<file path="config.mk">
export PLATFORM = sky130hd
export DESIGN_NAME = matrix3_multiply_unit
export DESIGN_NICKNAME = d
export VERILOG_FILES = /design/src/rtl/m3mu_pkg.sv /design/src/rtl/matrix3_multiply_unit.sv
export SDC_FILE = /design/constraint.sdc
export NUM_CORES = 2
export LEC_CHECK = 0
export ABC_AREA = 1
export BUFFER_PORTS_ARGS = -buffer_cell sky130_fd_sc_hd__buf_2
export CAP_MARGIN = 10
export CORE_MARGIN = 4
export CORE_UTILIZATION = 50
export CTS_CLUSTER_DIAMETER = 200
export CTS_CLUSTER_SIZE = 30
export DETAILED_ROUTE_END_ITERATION = 16
export PLACE_DENSITY = 0.69
export REMOVE_ABC_BUFFERS = 1
export SYNTH_ARGS = -nofsm -noshare
export SYNTH_HDL_FRONTEND = slang
export SYNTH_SLANG_ARGS = --single-unit
</file>
<file path="constraint.sdc">
create_clock -name clk -period 8.85 [get_ports clk]
set_clock_uncertainty 0.1 [all_clocks]
set_input_delay 0.885 -clock clk [delete_from_list [all_inputs] [get_ports clk]]
set_output_delay 0.885 -clock clk [all_outputs]
set_load 0.02 [all_outputs]
</file>
<file path="src/rtl/m3mu_pkg.sv">
// Package for the 3x3 fixed-point multiply unit: op codes, sequencer states, store indexing.
package m3mu_pkg;

  localparam logic [2:0] OP_LOAD_LEFT  = 3'd0;
  localparam logic [2:0] OP_LOAD_RIGHT = 3'd1;
  localparam logic [2:0] OP_MAT_MAT    = 3'd2;
  localparam logic [2:0] OP_MAT_VEC    = 3'd3;
  localparam logic [2:0] OP_VEC_MAT    = 3'd4;

  typedef enum logic [3:0] {
    ST_IDLE = 4'b0001,
    ST_MUL  = 4'b0010,
    ST_ACC  = 4'b0100,
    ST_FIN  = 4'b1000
  } state_t;

  // row-major position of element (r, c) in a 3x3 store
  function automatic logic [3:0] elem_idx(input logic [1:0] r, input logic [1:0] c);
    return 4'({r, 1'b0}) + 4'(r) + 4'(c);
  endfunction

endpackage

</file>
<file path="src/rtl/matrix3_multiply_unit.sv">
// 3x3 signed fixed-point multiply unit: element stores, shared multiply-accumulate sequencer.
//
// A load beat (op 0 or 1) writes one element in the cycle it is accepted and leaves busy low,
// so loads go at one per cycle while busy is low; loads with row or col of 3 and ops 5 to 7 are
// dropped. A compute beat raises busy and runs every result through one shared multiplier and
// one accumulator: three multiply/accumulate pairs plus a shift-and-saturate step. A
// matrix-matrix product gives nine results, matrix-vector and vector-matrix three. Each result
// is on out_* for exactly one cycle with out_valid high, in the cycle after its final step; the
// receiver cannot stall, so results must be taken as they come. out_last marks the final result.
module matrix3_multiply_unit #(
  parameter int DATA_WIDTH = 32
) (
  input  logic               clk,
  input  logic               rst_n,
  input  logic               start,
  output logic               busy,
  input  logic [2:0]         in_op,
  input  logic [1:0]         in_row,
  input  logic [1:0]         in_col,
  input  logic signed [31:0] in_value,
  input  logic               cfg_we,
  input  logic [4:0]         cfg_wdata,
  output logic               out_valid,
  output logic signed [31:0] out_result_value,
  output logic [1:0]         out_row,
  output logic [1:0]         out_col,
  output logic               out_saturated,
  output logic               out_last
);

  localparam int PROD_W = 2 * DATA_WIDTH;
  localparam int ACC_W  = PROD_W + 2;
  localparam int TOP_W  = ACC_W - DATA_WIDTH + 1;
  localparam logic signed [DATA_WIDTH-1:0] MAX_V = {1'b0, {(DATA_WIDTH-1){1'b1}}};
  localparam logic signed [DATA_WIDTH-1:0] MIN_V = {1'b1, {(DATA_WIDTH-1){1'b0}}};

  m3mu_pkg::state_t state_r, state_nxt;
  logic [2:0] op_r, op_nxt;
  logic [1:0] i_r, i_nxt, j_r, j_nxt, k_r, k_nxt;
  logic [4:0] frac_r;

  logic signed [DATA_WIDTH-1:0] left_r  [0:8];
  logic signed [DATA_WIDTH-1:0] right_r [0:8];
  logic signed [PROD_W-1:0]     prod_r;
  logic signed [ACC_W-1:0]      acc_r;

  logic                         out_valid_r;
  logic signed [31:0]           out_value_r;
  logic [1:0]                   out_row_r, out_col_r;
  logic                         out_sat_r, out_last_r;

  logic                         accept, is_load, pos_ok, elem_done;
  logic signed [DATA_WIDTH-1:0] a_op, b_op, res_v;
  logic signed [ACC_W-1:0]      shifted;
  logic [TOP_W-1:0]             top_bits;
  logic                         fits;

  assign accept  = start && (state_r == m3mu_pkg::ST_IDLE);
  assign is_load = (in_op == m3mu_pkg::OP_LOAD_LEFT) || (in_op == m3mu_pkg::OP_LOAD_RIGHT);
  assign pos_ok  = (in_row != 2'd3) && (in_col != 2'd3);

  assign a_op = left_r[m3mu_pkg::elem_idx(i_r, k_r)];
  assign b_op = right_r[m3mu_pkg::elem_idx(k_r, j_r)];

  assign shifted  = acc_r >>> frac_r;
  assign top_bits = shifted[ACC_W-1:DATA_WIDTH-1];
  assign fits     = (&top_bits) || ~(|top_bits);
  assign res_v    = fits ? shifted[DATA_WIDTH-1:0] : (acc_r[ACC_W-1] ? MIN_V : MAX_V);

  always_comb begin
    unique case (op_r)
      m3mu_pkg::OP_MAT_VEC: elem_done = (i_r == 2'd2);
      m3mu_pkg::OP_VEC_MAT: elem_done = (j_r == 2'd2);
      default:              elem_done = (i_r == 2'd2) && (j_r == 2'd2);
    endcase
  end

  always_comb begin
    state_nxt = state_r;
    op_nxt    = op_r;
    i_nxt     = i_r;
    j_nxt     = j_r;
    k_nxt     = k_r;
    unique case (state_r)
      m3mu_pkg::ST_IDLE: begin
        if (accept && (in_op == m3mu_pkg::OP_MAT_MAT || in_op == m3mu_pkg::OP_MAT_VEC ||
                       in_op == m3mu_pkg::OP_VEC_MAT)) begin
          state_nxt = m3mu_pkg::ST_MUL;
          op_nxt    = in_op;
          i_nxt     = 2'd0;
          j_nxt     = 2'd0;
          k_nxt     = 2'd0;
        end
      end
      m3mu_pkg::ST_MUL: state_nxt = m3mu_pkg::ST_ACC;
      m3mu_pkg::ST_ACC: begin
        if (k_r == 2'd2) begin
          state_nxt = m3mu_pkg::ST_FIN;
        end else begin
          k_nxt     = k_r + 2'd1;
          state_nxt = m3mu_pkg::ST_MUL;
        end
      end
      m3mu_pkg::ST_FIN: begin
        k_nxt = 2'd0;
        if (elem_done) begin
          state_nxt = m3mu_pkg::ST_IDLE;
        end else begin
          state_nxt = m3mu_pkg::ST_MUL;
          priority if (op_r == m3mu_pkg::OP_MAT_VEC) begin
            i_nxt = i_r + 2'd1;
          end else if (op_r == m3mu_pkg::OP_VEC_MAT) begin
            j_nxt = j_r + 2'd1;
          end else if (j_r == 2'd2) begin
            j_nxt = 2'd0;
            i_nxt = i_r + 2'd1;
          end else begin
            j_nxt = j_r + 2'd1;
          end
        end
      end
      default: state_nxt = m3mu_pkg::ST_IDLE;
    endcase
  end

  always_ff @(posedge clk) begin
    if (!rst_n) begin
      state_r     <= m3mu_pkg::ST_IDLE;
      op_r        <= m3mu_pkg::OP_MAT_MAT;
      i_r         <= 2'd0;
      j_r         <= 2'd0;
      k_r         <= 2'd0;
      frac_r      <= 5'd16;
      out_valid_r <= 1'b0;
      for (int n = 0; n < 9; n++) begin
        left_r[n]  <= '0;
        right_r[n] <= '0;
      end
    end else begin
      state_r     <= state_nxt;
      op_r        <= op_nxt;
      i_r         <= i_nxt;
      j_r         <= j_nxt;
      k_r         <= k_nxt;
      out_valid_r <= (state_r == m3mu_pkg::ST_FIN);
      if (cfg_we) begin
        frac_r <= cfg_wdata;
      end
      if (accept && is_load && pos_ok) begin
        if (in_op == m3mu_pkg::OP_LOAD_LEFT) begin
          left_r[m3mu_pkg::elem_idx(in_row, in_col)] <= in_value[DATA_WIDTH-1:0];
        end else begin
          right_r[m3mu_pkg::elem_idx(in_row, in_col)] <= in_value[DATA_WIDTH-1:0];
        end
      end
    end
  end

  // datapath: no reset needed
  always_ff @(posedge clk) begin
    if (state_r == m3mu_pkg::ST_MUL) begin
      prod_r <= a_op * b_op;
    end
    if (state_r == m3mu_pkg::ST_ACC) begin
      acc_r <= ((k_r == 2'd0) ? '0 : acc_r) + ACC_W'(prod_r);
    end
    if (state_r == m3mu_pkg::ST_FIN) begin
      out_value_r <= 32'(res_v);
      out_row_r   <= i_r;
      out_col_r   <= j_r;
      out_sat_r   <= ~fits;
      out_last_r  <= elem_done;
    end
  end

  assign busy             = (state_r != m3mu_pkg::ST_IDLE);
  assign out_valid        = out_valid_r;
  assign out_result_value = out_value_r;
  assign out_row          = out_row_r;
  assign out_col          = out_col_r;
  assign out_saturated    = out_sat_r;
  assign out_last         = out_last_r;

endmodule
</file>
Word level (Yosys, flattened, before mapping)
Memory sizes are Yosys's and may differ from the RTL's.
Cells that the tools add are included.
- input bits: 48
- register bits after elaboration: 187
- memories: 2
- memory bits (writable): 576
- output and inout port bits: 40
- add/subtract/negate cells: 10
- equality and inequality tests: 22
- mux-type cells: 36
- reduce and logical (&&, ||, !) cells: 22
- shift operators: 1
- bitwise operators: 2
- multipliers: 1
- memories (name ; words ; width ; read ports ; clocked after memory_dff ; wr ports ; RTL line ; RTL):
    left_r ; 9 ; 32 ; 1 ; 0 ; 9 ; matrix3_multiply_unit.sv:42 ; logic signed [DATA_WIDTH-1:0] left_r [0:8];
    right_r ; 9 ; 32 ; 1 ; 0 ; 9 ; matrix3_multiply_unit.sv:43 ; logic signed [DATA_WIDTH-1:0] right_r [0:8];
- operators with widths (operator ; count):
    $mux 32 ; 4
    $add 66x66->66 ; 1
    $mux 66 ; 1
    $sshr 66x5->66 ; 1
    $mul 32x32->64 ; 1
    $reduce_or 32->1 ; 2
    $reduce_and 35->1 ; 1
    $reduce_or 35->1 ; 1
    $mux 2 ; 11
    $mux 4 ; 4
    $pmux 4 s4 ; 1
    $add 3x2->4 ; 3
    $add 4x2->4 ; 3
    $mux 1 ; 11
    $ne 2x2->1 const B ; 5
    $eq 3x2->1 const B ; 3
    $pmux 2 s2 ; 2
    $add 2x1->2 const B ; 3
    $eq 2x2->1 const B ; 3
    $eq 3x3->1 const B ; 2
    $logic_and 1x1->1 ; 6
    $ne 3x3->1 const B ; 2
    $pmux 2 s3 ; 1
    $reduce_and 5->1 ; 1
    other kinds (17) ; 21

Depth between registers and ports, before layout
- word-level depth: 9
- depth in mapped cells: 45
- gate-level depth less buffers: 41

Worst setup path before layout
No wires, ideal clock.
- kind: reg-to-reg
- start point: register j_r[1]
- end point: register prod_r[63], data pin
- setup slack: -697 ps
- cell stages (with the launch flop): 39
- buffers on the path: 3
- data arrival time: 9185 ps
- period minus slack after synthesis: 9547 ps
- required time: 8488 ps
- cells stage by stage: dfxtp_1 > inv_1 > fa_1 > inv_1 > ha_1 > fa_1 > clkbuf_1 > inv_1 > buf_1 > nand3_1 > o211ai_1 > nand2_1 > clkbuf_1 > nor2_1 > fa_1 > inv_1 > fa_1 > inv_1 > (+3 left out) > fa_1 > inv_1 > fa_1 > inv_1 > fa_1 > inv_1 > fa_1 > ha_1 > a21oi_1 > inv_1 > a21oi_1 > nor2_1 > nor2_1 > nor3b_1 > nor2_1 > o21ai_0 > a21oi_1 > xor2_1
- cells in the longest elaborated chain, start to end: 3
- ends and longest elaborated chain (element ; RTL line ; RTL):
    start: declaration ; matrix3_multiply_unit.sv:39 ; logic [1:0] i_r, i_nxt, j_r, j_nxt, k_r, k_nxt;
    start signal: assignment ; matrix3_multiply_unit.sv:143 ; j_r <= j_nxt;
    $add 4x2->4 ; m3mu_pkg.sv:19 ; return 4'({r, 1'b0}) + 4'(r) + 4'(c);
    $mem_v2 9x32 ; n/a ;
    $mul 32x32->64 ; matrix3_multiply_unit.sv:162 ; prod_r <= a_op * b_op;
    end signal: assignment ; matrix3_multiply_unit.sv:162 ;
    end: declaration ; matrix3_multiply_unit.sv:44 ; logic signed [PROD_W-1:0] prod_r;
Every way passes these cells.
A chain may end at the register's enable or synchronous reset.

Final worst setup path
- start point: register k_r[1]
- end point: register prod_r[62], data pin
- cells in the longest elaborated chain, start to end: 4
- elaborated cells between the ends (all ways): 6
- those cells by class: add/sub: 3; mul: 1; memory: 2
- ends and longest elaborated chain (element ; RTL line ; RTL):
    start: declaration ; matrix3_multiply_unit.sv:39 ;
    start signal: assignment ; matrix3_multiply_unit.sv:144 ; k_r <= k_nxt;
    $add 3x2->4 ; m3mu_pkg.sv:19 ;
    $add 4x2->4 ; m3mu_pkg.sv:19 ;
    $mem_v2 9x32 ; n/a ;
    $mul 32x32->64 (*) ; matrix3_multiply_unit.sv:162 ;
Mark *: on every way between the ends. The rest lies on a longest branch, timed or not.

==> PnR_summary.wiki <==
{| class="wikitable"
! Metric !! Value
|-
| Number of failing hold endpoints at the final stage || 0
|-
| Startpoint of the worst-slack reg-to-reg timing path || k_r[1]$_SDFFE_PN0P_
|-
| Fraction of synthesis flops using an asynchronous set or reset pin || 0
|-
| Share of synthesized cell area in full adder, half adder and majority cells || 0.266
|-
| Setup slack, reg-to-reg || -810 ps
|-
| Worst min-delay path startpoint || cfg_we
|-
| Sequential cell area fraction in the yosys report || 0.384
|-
| CP Capture Type || flip-flop
|-
| Post-route setup TNS || -25590 ps
|-
| Clock Sinks || 1211
|-
| Layout Nets || 12006
|-
| WL per Instance || 25.0 um
|-
| Number of DRC violations after detailed-routing iteration 0 || 7945
|-
| Latest clock arrival within the worst-skew pair || 740 ps
|-
| Worst hold endpoint || frac_r[4]$_SDFFE_PN1P_
|-
| Residual antenna-violating net count after detailed routing || 0
|-
| Number of distinct library cells after synthesis || 58
|-
| Worst Setup Slack, final || -807 ps
|-
| Unrepaired setup endpoints after global routing || true
|-
| Post-synth top flop || sky130_fd_sc_hd__edfxtp_1
|-
| Clk buf depth || 3
|-
| Area added between synthesis and finish || 17.7%
|-
| Main combinational cell family by area after synthesis || adder cells
|-
| Kind of start point of the critical path || flip-flop
|-
| Post-synth EDFFs || 1192
|-
| Via count of the first global-routing pass || 76099
|-
| Cell type with the highest aggregate area in the netlist || sky130_fd_sc_hd__edfxtp_1
|-
| Hold Path Depth || 2
|-
| XOR/XNOR Fraction of Synth Area || 0.0122
|-
| Transition at the pin with the smallest max-transition slack || 1170 ps
|-
| Worst flop-to-flop path endpoint || prod_r[62]$_DFFE_PP_
|-
| Share of the synthesized area in the top cell type || 0.380
|-
| Arrival @ worst endpoint || 10060 ps
|-
| Placed wire-length estimate after detailed placement || 254000 um
|-
| Cell types with the largest area share after synthesis || sky130_fd_sc_hd__edfxtp_1 (38%), sky130_fd_sc_hd__fa_1 (23%), sky130_fd_sc_hd__inv_1 (6.2%), sky130_fd_sc_hd__nor2_1 (6.1%), sky130_fd_sc_hd__nand2_1 (5.9%)
|-
| Worst Path Max Fanout || 7
|-
| Count of pins over their slew limit || 0
|-
| Worst path slowest cell || sky130_fd_sc_hd__fa_4
|-
| Count of standard-cell rows || 159
|-
| Maximum number of pins on one net before global-route repair || 76
|-
| Worst reg-to-reg path cell count || 36
|-
| Relative slew slack || 0.211
|-
| Req. time, crit path || 9250 ps
|-
| Most frequent cell on the critical path || sky130_fd_sc_hd__fa_1
|-
| Shortest period the worst path allows || 9660 ps
|-
| Number of setup violations in the final report || 47
|-
| Post-CTS clock slew at the launch and capture registers of the worst setup and hold paths || 130 ps
|-
| Pre-antenna DRT Iters || 6
|-
| Synthesized area || 94200 sq um
|-
| Synthesized instance count || 9844
|-
| Setup Crit Path Kind || flip-flop to flip-flop
|-
| Share of the clock period used by the worst path after layout || 1.09
|-
| Number of buffers created by CTS || 46
|-
| Global-route total usage across every layer || 0.329
|-
| Area of the core || 188000 sq um
|-
| Number of placed I/O pins || 88
|-
| Run status || finished, violations left
|-
| Final GP Congestion || 1.01
|-
| First-pass GRT wire length || 483000 um
|-
| Final Routed Wirelength || 328000 um
|-
| Multiplexer area fraction after synthesis || 0.0231
|-
| Yosys warns || 0
|-
| Die height || 442 um
|-
| Count of buffer and inverter cells on the critical path || 12
|-
| Clock tree root driver cell || sky130_fd_sc_hd__clkbuf_16
|-
| TritonCTS clock tree || done
|-
| Port bufs || 87
|-
| Effective utilization at floorplan || 0.502
|-
| Maximum achievable frequency || 0.104 GHz
|-
| DRC || 0
|-
| Number of fillers in the final layout || 15789
|-
| Max-cap viol count || 0
|-
| Complex-gate fraction of the synthesized area || 0.0748
|-
| Syn avg cell area || 9.57 sq um
|-
| Via total after detailed routing || 74614
|-
| Post-synthesis simple-gate area fraction || 0.150
|-
| Global route overflow || 0
|-
| Number of H-tree levels || 2
|-
| Violations in the final reports || negative setup slack
|-
| Reg area || 36200 sq um
|-
| Via density || 5.69
|-
| Min-Delay Path Class || input port to flip-flop
|-
| Crit path max-delay family || adder cells
|-
| Ratio of cells with drive above 1 in the final layout || 0.187
|-
| Die Outline Area || 195000 sq um
|-
| Die span in x || 442 um
|-
| Antenna violations before repair || 8
|-
| Combined area of the multi-input logic cells || 52600 sq um
|-
| CTS Hold Bufs || 0
|-
| Critical path's largest stage delay || 960 ps
|-
| Synthesis-stage register bit count || 1211
|}
-- layout make-up --
| type | count | area share |
|---|---|---|
| inverters | 1612 | 0.0556 |
| flip-flops and latches | 1211 | 0.326 |
| diodes | 6 | 0.000135 |
| repair buffers | 1224 | 0.104 |
| clock inverters | 3 | 0.000632 |
| multi-input cells | 6515 | 0.474 |
| well taps | 2495 | 0.0281 |
| clock buffers | 55 | 0.0109 |
-- metrics by stage --
stage          instances  utilization  setup WS, ps  cell area, sq um  hold WS (ps)
2_1_floorplan       9338            -         -7900             91800           337
3_3_place_gp       12933        0.558         -1390            105000           377
3_5_place_dp       12933        0.558         -1400            105000           387
4_1_cts            13074        0.583          -693            109000           272
5_1_grt            13119        0.591         -1040            111000           316
6_report           13121        0.591          -807            111000           312
-- per-layer routing --
| layer | up-vias | GRT usage | wire (um) | part of all wire |
|---|---|---|---|---|
| li1 | 32914 | - | - | - |
| met1 | 37082 | 0.407 | 118000 | 0.36 |
| met2 | 3791 | 0.537 | 153000 | 0.47 |
| met3 | 825 | 0.0592 | 30400 | 0.093 |
| met4 | 2 | 0.205 | 26400 | 0.081 |
| met5 | - | 0 | 7 | 0.000021 |
-- cells by family after synthesis --
logic type	after synthesis
and+or+nand+nor	3568
xor gates and xnor gates	131
DFF	1211
buffers and inverters	2118
muxes	212
adders and majority gates	1348
AOI/OAI and AO/OA	1256
-- sequential cells by signal, indices dropped and copies added (netlist names) --
signal / flops
acc_r: 66
frac_r: 5
i_r: 2
j_r: 2
k_r: 2
left_r: 512
op_r: 3
out_col: 2
out_last: 1
out_result_value: 32
out_row: 2
out_saturated: 1
out_valid: 1
prod_r: 64
right_r: 512
state_r: 4
-- synth_stat cells (all sizes together) (2+ instances only) --
master,instances
a211oi,5
a21boi,4
a21o,25
a21oi,482
a221oi,53
a22oi,2
a311o,16
a31oi,30
a32oi,2
and2,2
and3,3
buf,298
clkbuf,208
clkinv,47
dfxtp,19
edfxtp,1192
fa,1089
ha,259
inv,1565
mux2,44
mux2i,168
nand2,1494
nand3,462
nand3b,4
nand4,14
nor2,1534
nor3,25
nor4,6
o211ai,71
o21a,8
o21ai,507
o21bai,20
o221ai,9
o22ai,11
o311ai,3
o32ai,2
or2,7
or3,16
xnor2,48
xor2,83
-- worst max path at each step --
stage                            to  cells past startpoint                start  slack [ps]
2_1_floorplan  prod_r[63]$_DFFE_PP_                     30  i_r[0]$_SDFFE_PN0P_       -7900
3_3_place_gp   prod_r[59]$_DFFE_PP_                     41  k_r[1]$_SDFFE_PN0P_       -1390
3_5_place_dp   prod_r[62]$_DFFE_PP_                     35  j_r[1]$_SDFFE_PN0P_       -1400
4_1_cts        prod_r[62]$_DFFE_PP_                     37  j_r[1]$_SDFFE_PN0P_        -690
5_1_grt        prod_r[58]$_DFFE_PP_                     38  k_r[1]$_SDFFE_PN0P_       -1040
6_report       prod_r[62]$_DFFE_PP_                     36  k_r[1]$_SDFFE_PN0P_        -810
-- cells in the final DEF (no fill, tap or decap), types with 44 or more instances in the layout --
cell type / netlist / layout
sky130_fd_sc_hd__inv_1: 1552 / 1467
sky130_fd_sc_hd__nor2_1: 1533 / 1415
sky130_fd_sc_hd__nand2_1: 1490 / 1398
sky130_fd_sc_hd__edfxtp_1: 1192 / 1192
sky130_fd_sc_hd__fa_1: 1089 / 996
sky130_fd_sc_hd__buf_4: 40 / 868
sky130_fd_sc_hd__o21ai_0: 503 / 453
sky130_fd_sc_hd__nand3_1: 459 / 430
sky130_fd_sc_hd__a21oi_1: 482 / 426
sky130_fd_sc_hd__ha_1: 259 / 206
sky130_fd_sc_hd__mux2i_1: 168 / 168
sky130_fd_sc_hd__buf_12: 0 / 145
sky130_fd_sc_hd__fa_2: 0 / 92
sky130_fd_sc_hd__buf_2: 209 / 87
sky130_fd_sc_hd__buf_6: 12 / 83
sky130_fd_sc_hd__xor2_1: 83 / 79
sky130_fd_sc_hd__o211ai_1: 71 / 71
sky130_fd_sc_hd__nand2_2: 4 / 71
sky130_fd_sc_hd__inv_2: 12 / 70
sky130_fd_sc_hd__nor2_2: 1 / 61
sky130_fd_sc_hd__nor2_4: 0 / 58
sky130_fd_sc_hd__clkbuf_16: 0 / 54
sky130_fd_sc_hd__ha_4: 0 / 50
sky130_fd_sc_hd__xnor2_1: 48 / 48
sky130_fd_sc_hd__mux2_2: 44 / 44
-- what timing repair did --
| item | CTS | global route |
|---|---|---|
| cloned | 7 | 7 |
| buffers inserted | 79 | 35 |
| endpoints found under the setup margin | 53 | 54 |
| hold endpoints to repair | 0 | 0 |
| pin swaps | 171 | 140 |
| resized for setup | 671 | 307 |
Power is not shown: default switching activity piles up to over one toggle a cycle in this logic, so the estimate is an artifact.
